==> config.mk <==
export PLATFORM = sky130hd
export DESIGN_NAME = hcsl_cell
export DESIGN_NICKNAME = d
export VERILOG_FILES = /design/src/rtl/hcsl_pkg.sv /design/src/rtl/hcsl_cell.sv
export SDC_FILE = /design/constraint.sdc
export NUM_CORES = 1
export LEC_CHECK = 0
export CORE_ASPECT_RATIO = 1.25
export CORE_MARGIN = 4
export CORE_UTILIZATION = 54
export CTS_CLUSTER_DIAMETER = 150
export DETAILED_ROUTE_END_ITERATION = 10
export DONT_BUFFER_PORTS = 1
export GPL_TIMING_DRIVEN = 0
export PLACE_DENSITY = 0.76
export SYNTH_ARGS = -nofsm -noshare
export SYNTH_HDL_FRONTEND = slang
export SYNTH_SLANG_ARGS = --single-unit
==> constraint.sdc <==
create_clock -name i_clk -period 7.45 [get_ports i_clk]
set_input_delay 1.49 -clock i_clk [delete_from_list [all_inputs] [get_ports i_clk]]
set_output_delay 1.49 -clock i_clk [all_outputs]
set_load 0.02 [all_outputs]
==> src/rtl/hcsl_pkg.sv <==
// ----------------------------------------------------------------------------
// hcsl_pkg
// shared types and constants of the huffman code lookup unit
// ----------------------------------------------------------------------------
`default_nettype none

package hcsl_pkg;

    localparam int TABLE_DEPTH_DEF = 256;
    localparam int CODE_WIDTH_DEF  = 32;

    localparam int IN_CODE_W = 32;
    localparam int LEN_W     = 6;
    localparam int SYM_W     = 8;
    localparam int IDX_W     = 8;
    localparam int CFG_W     = 9;

    localparam logic MODE_WRITE  = 1'b0;
    localparam logic MODE_LOOKUP = 1'b1;

    typedef struct packed {
        logic                 mode;
        logic [IDX_W-1:0]     entry_index;
        logic [SYM_W-1:0]     entry_symbol;
        logic [IN_CODE_W-1:0] code_bits;
        logic [LEN_W-1:0]     code_length;
    } t_in_word;

    typedef struct packed {
        logic             found;
        logic [SYM_W-1:0] symbol_out;
    } t_out_word;

    // search token passed from cell to cell
    typedef struct packed {
        logic             tok;
        logic             found;
        logic [SYM_W-1:0] sym;
    } t_link;

endpackage

`default_nettype wire

==> src/rtl/hcsl_cell.sv <==
// ----------------------------------------------------------------------------
// hcsl_cell
// one table slot: stores an entry and checks the passing search token
// ----------------------------------------------------------------------------
`default_nettype none

module hcsl_cell
    import hcsl_pkg::*;
#(
    parameter int CELL_IDX   = 0,
    parameter int CODE_WIDTH = CODE_WIDTH_DEF,
    parameter int LIM_W      = 9
) (
    input  wire logic                  i_clk,
    input  wire logic                  i_rst_n,
    input  wire logic                  i_wr_en,
    input  wire logic [IDX_W-1:0]      i_wr_index,
    input  wire logic [SYM_W-1:0]      i_wr_symbol,
    input  wire logic [CODE_WIDTH-1:0] i_wr_code,
    input  wire logic [LEN_W-1:0]      i_wr_len,
    input  wire logic [CODE_WIDTH-1:0] i_key_code,
    input  wire logic [LEN_W-1:0]      i_key_len,
    input  wire logic [LIM_W-1:0]      i_limit,
    input  wire t_link                 i_link,
    output t_link                      o_link
);

    localparam logic [LIM_W-1:0] IDX_L = LIM_W'(CELL_IDX);

    logic [SYM_W-1:0]      r_sym;
    logic [CODE_WIDTH-1:0] r_code;
    logic [LEN_W-1:0]      r_len;
    t_link                 r_link;
    t_link                 n_link;
    logic                  w_hit;

    always_ff @(posedge i_clk) begin
        if (i_wr_en && (int'(i_wr_index) == CELL_IDX)) begin
            r_sym  <= i_wr_symbol;
            r_code <= i_wr_code;
            r_len  <= i_wr_len;
        end
    end

    assign w_hit = (IDX_L < i_limit) && (r_len == i_key_len) && (r_code == i_key_code);

    always_comb begin
        n_link = i_link;
        if (i_link.tok && !i_link.found && w_hit) begin
            n_link.found = 1'b1;
            n_link.sym   = r_sym;
        end
    end

    always_ff @(posedge i_clk) begin
        if (!i_rst_n) begin
            r_link.tok <= 1'b0;
        end else begin
            r_link.tok <= n_link.tok;
        end
        r_link.found <= n_link.found;
        r_link.sym   <= n_link.sym;
    end

    assign o_link = r_link;

endmodule

`default_nettype wire

==> summary.txt <==
Status
  – Outcome: complete, no violations

Critical path
  – Crit. End Element: flip-flop
  – Critical Path Fanout Max: 10
  – Origin of the worst setup path: i_wr_index[2]
  – Setup crit start kind: input port
  – Reg2Reg Launch Point: r_code[26]$_DFFE_PP_
  – Crit Path Category: in -> reg
  – End of the worst register-to-register path: o_link[4]$_DFF_P_
  – Critical Path RT: 7.45 ns
  – FF-to-FF setup slack: 5.15 ns
  – Critical Path AT: 3.17 ns
  – FF-to-FF path depth: 5

CTS
  – Setup bufs post-CTS: 0
  – Clock sink count: 56
  – CTS root buffer: clkbuf_8
  – CTS H-tree depth: 2
  – Worst-path clk slew: ~0.090 ns
  – Inserted Clock Buffers: 5
  – Post-cts hold buffer count: 0
  – Max Buffers Root-to-Sink: 2
  – TritonCTS clock tree: yes
  – PostCTS Resize Cnt: 0
  – Later-pin clock latency in the skew report: between 0.2 and 0.3 ns

Global routing
  – Antenna violations before repair: 0
  – Total track usage: around 15%
  – Grt total ovfl: 0
  – Largest net degree at the start of global routing: 17
  – Wire length of the first global-routing pass: around 5.7 mm
  – Vias in the first global route: 1,217

Timing
  – Final Critical Period: 3.17 ns
  – Final setup skew: about 0.0052 ns
  – Setup_tns: 0 ns
  – Max_slew headroom: 33.5%
  – RSZ-0062 raised after global routing: false
  – Fin. Hold Viols: 0
  – Final setup viols: 0
  – Final Cycle Share: 42.5%
  – Worst-Margin Slew: 0.989 ns
  – Slew Viols, Final: 0
  – Fmax: 316 MHz

Layout
  – Fin nets: 249
  – Number of diodes: 0
  – P&R area growth vs syn: 9.75%
  – Non-Filler Instances: 190
  – Most common cell after layout, fill and taps aside: edfxtp_1
  – Most frequent cells in the layout: edfxtp_1, xor2_1, dfxtp_1
  – Fillcell total: 294
  – Post-route cell area: 0.00238 mm^2
  – Proportion of layout cells with a drive suffix above 1: 16.9%
  – Fin util: 62.4%

Min path
  – Hold Path Class: reg -> reg
  – Hold Path Cell Cnt: 1
  – Hold Path Sink: o_link[2]$_DFF_P_
  – Critical hold path startpoint: r_sym[2]$_DFFE_PP_

Die
  – Die width: between 60 and 70 um
  – Height of the die: 78.9 um
  – Die area: approximately 0.005 mm^2
  – Initial Util: 56.9%
  – Io pins: between 100 and 150
  – Core area: 0.00382 mm^2
  – Row count: 25

Job
  – Max Cap Violations: 0

Yosys
  – Mapped Area: 0.00217 mm^2
  – Syn_nets: 238
  – Yosys reg bits: 56
  – Ranking of synthesized cells by area: edfxtp_1, xor2_1, dfxtp_1
  – Area leader, netlist: edfxtp_1
  – Syn_area_per_cell: 17.5 um^2
  – Synth warn: 0
  – Sequential area share after synthesis: about 73%
  – Synth Instances: 124
  – Count of cell types in the netlist: 15
  – Area share of the leading cell type in the synthesized netlist: between 60% and 70%

Drt
  – Vias/cell: 5.55
  – Wire per inst: 20.7 um
  – Post-Route WL: 3.94 mm
  – ANT nets after route: 0
  – Initial DRC Count: 21
  – # DRC: 0
  – 1st-pass router iterations: 4
  – Vias: 1,055

Pwr
  – Total Power: between 500 and 600 uW
  – Leak: 0.000777 uW
  – Max VDD drop: 0.000133 V
  – Pwr per Cell Area: 229 mW/mm^2

Place
  – GP Congestion: approximately 0.66
  – Detailed Place HPWL: 3.35 mm
  – Port Buffers: 0
  – # placed instances: between 150 and 200
  – Post-Place Cell Area: 0.00227 mm^2
-- synth_stat cells --
master and count:
nor3_1 2, nand2b_1 1, nand3b_1 1, mux2_2 8, xor2_1 35, nor4_2 1
or2_2 1, or4_1 1, a2111oi_4 1, nand4_1 3, and2_1 1, edfxtp_1 46
nor4_1 10, xnor2_1 3, dfxtp_1 10
-- stage by stage --
step | setup WS (ns) | hold slack (ns)
6_report | 4.28 | 0.479
3_5_place_dp | 3.93 | 0.459
4_1_cts | 4.25 | 0.479
3_3_place_gp | -0.520 | 0.451
5_1_grt | 4.08 | 0.496
2_1_floorplan | 0.662 | 0.448
-- how the worst max path moves through the flow --
stage / to / slack [ns]
detailed placement: o_link[4]$_DFF_P_ / 3.93
CTS: o_link[4]$_DFF_P_ / 4.25
global placement: r_code[18]$_DFFE_PP_ / -0.52
finish: r_code[22]$_DFFE_PP_ / 4.28
floorplan: r_code[0]$_DFFE_PP_ / 0.66
global route: r_code[22]$_DFFE_PP_ / 4.08
-- flip-flops by register name (all words and copies together) (netlist names) --
name	flops
r_len	6
r_code	32
o_link	10
r_sym	8
-- cells by family after synthesis --
kind of cell    after synthesis  share of synthesized area, %
mux                           8                          4.15
flops                        56                          72.9
simple gates                 21                          6.34
xor+xnor                     38                          15.3
compound gates                1                          1.27
-- critical path: stages --
cell      delay, ns
nor4_1         0.27
nand3b_1       0.12
nor4_2         0.75
buf_4          0.32
buf_4          0.21
-- routing by layer --
layer	track usage [%]	up-vias	routed length [um]
met4	5.71	0	36
li1	-	485	-
met1	14.0	492	1200
met3	5.66	4	409
met2	29.6	74	2290
met5	0	-	0
-- where the power goes --
part	switching, uW	total (uW)	internal [uW]
clock network	86.2	186	99.7
logic	4.92	12.9	8.01
registers	5.10	346	341
total	96.2	545	449
-- layout make-up --
class | instances | area, um^2 | area share (%)
well taps | 54 | 67.6 | 2.84
multi-input cells | 68 | 594 | 25.0
clock inverters | 2 | 35.0 | 1.47
repair buffers | 4 | 30.0 | 1.26
clock buffers | 6 | 72.6 | 3.05
flip-flops and latches | 56 | 1580 | 66.4
Note: power is estimated with default switching activity, not from simulation.
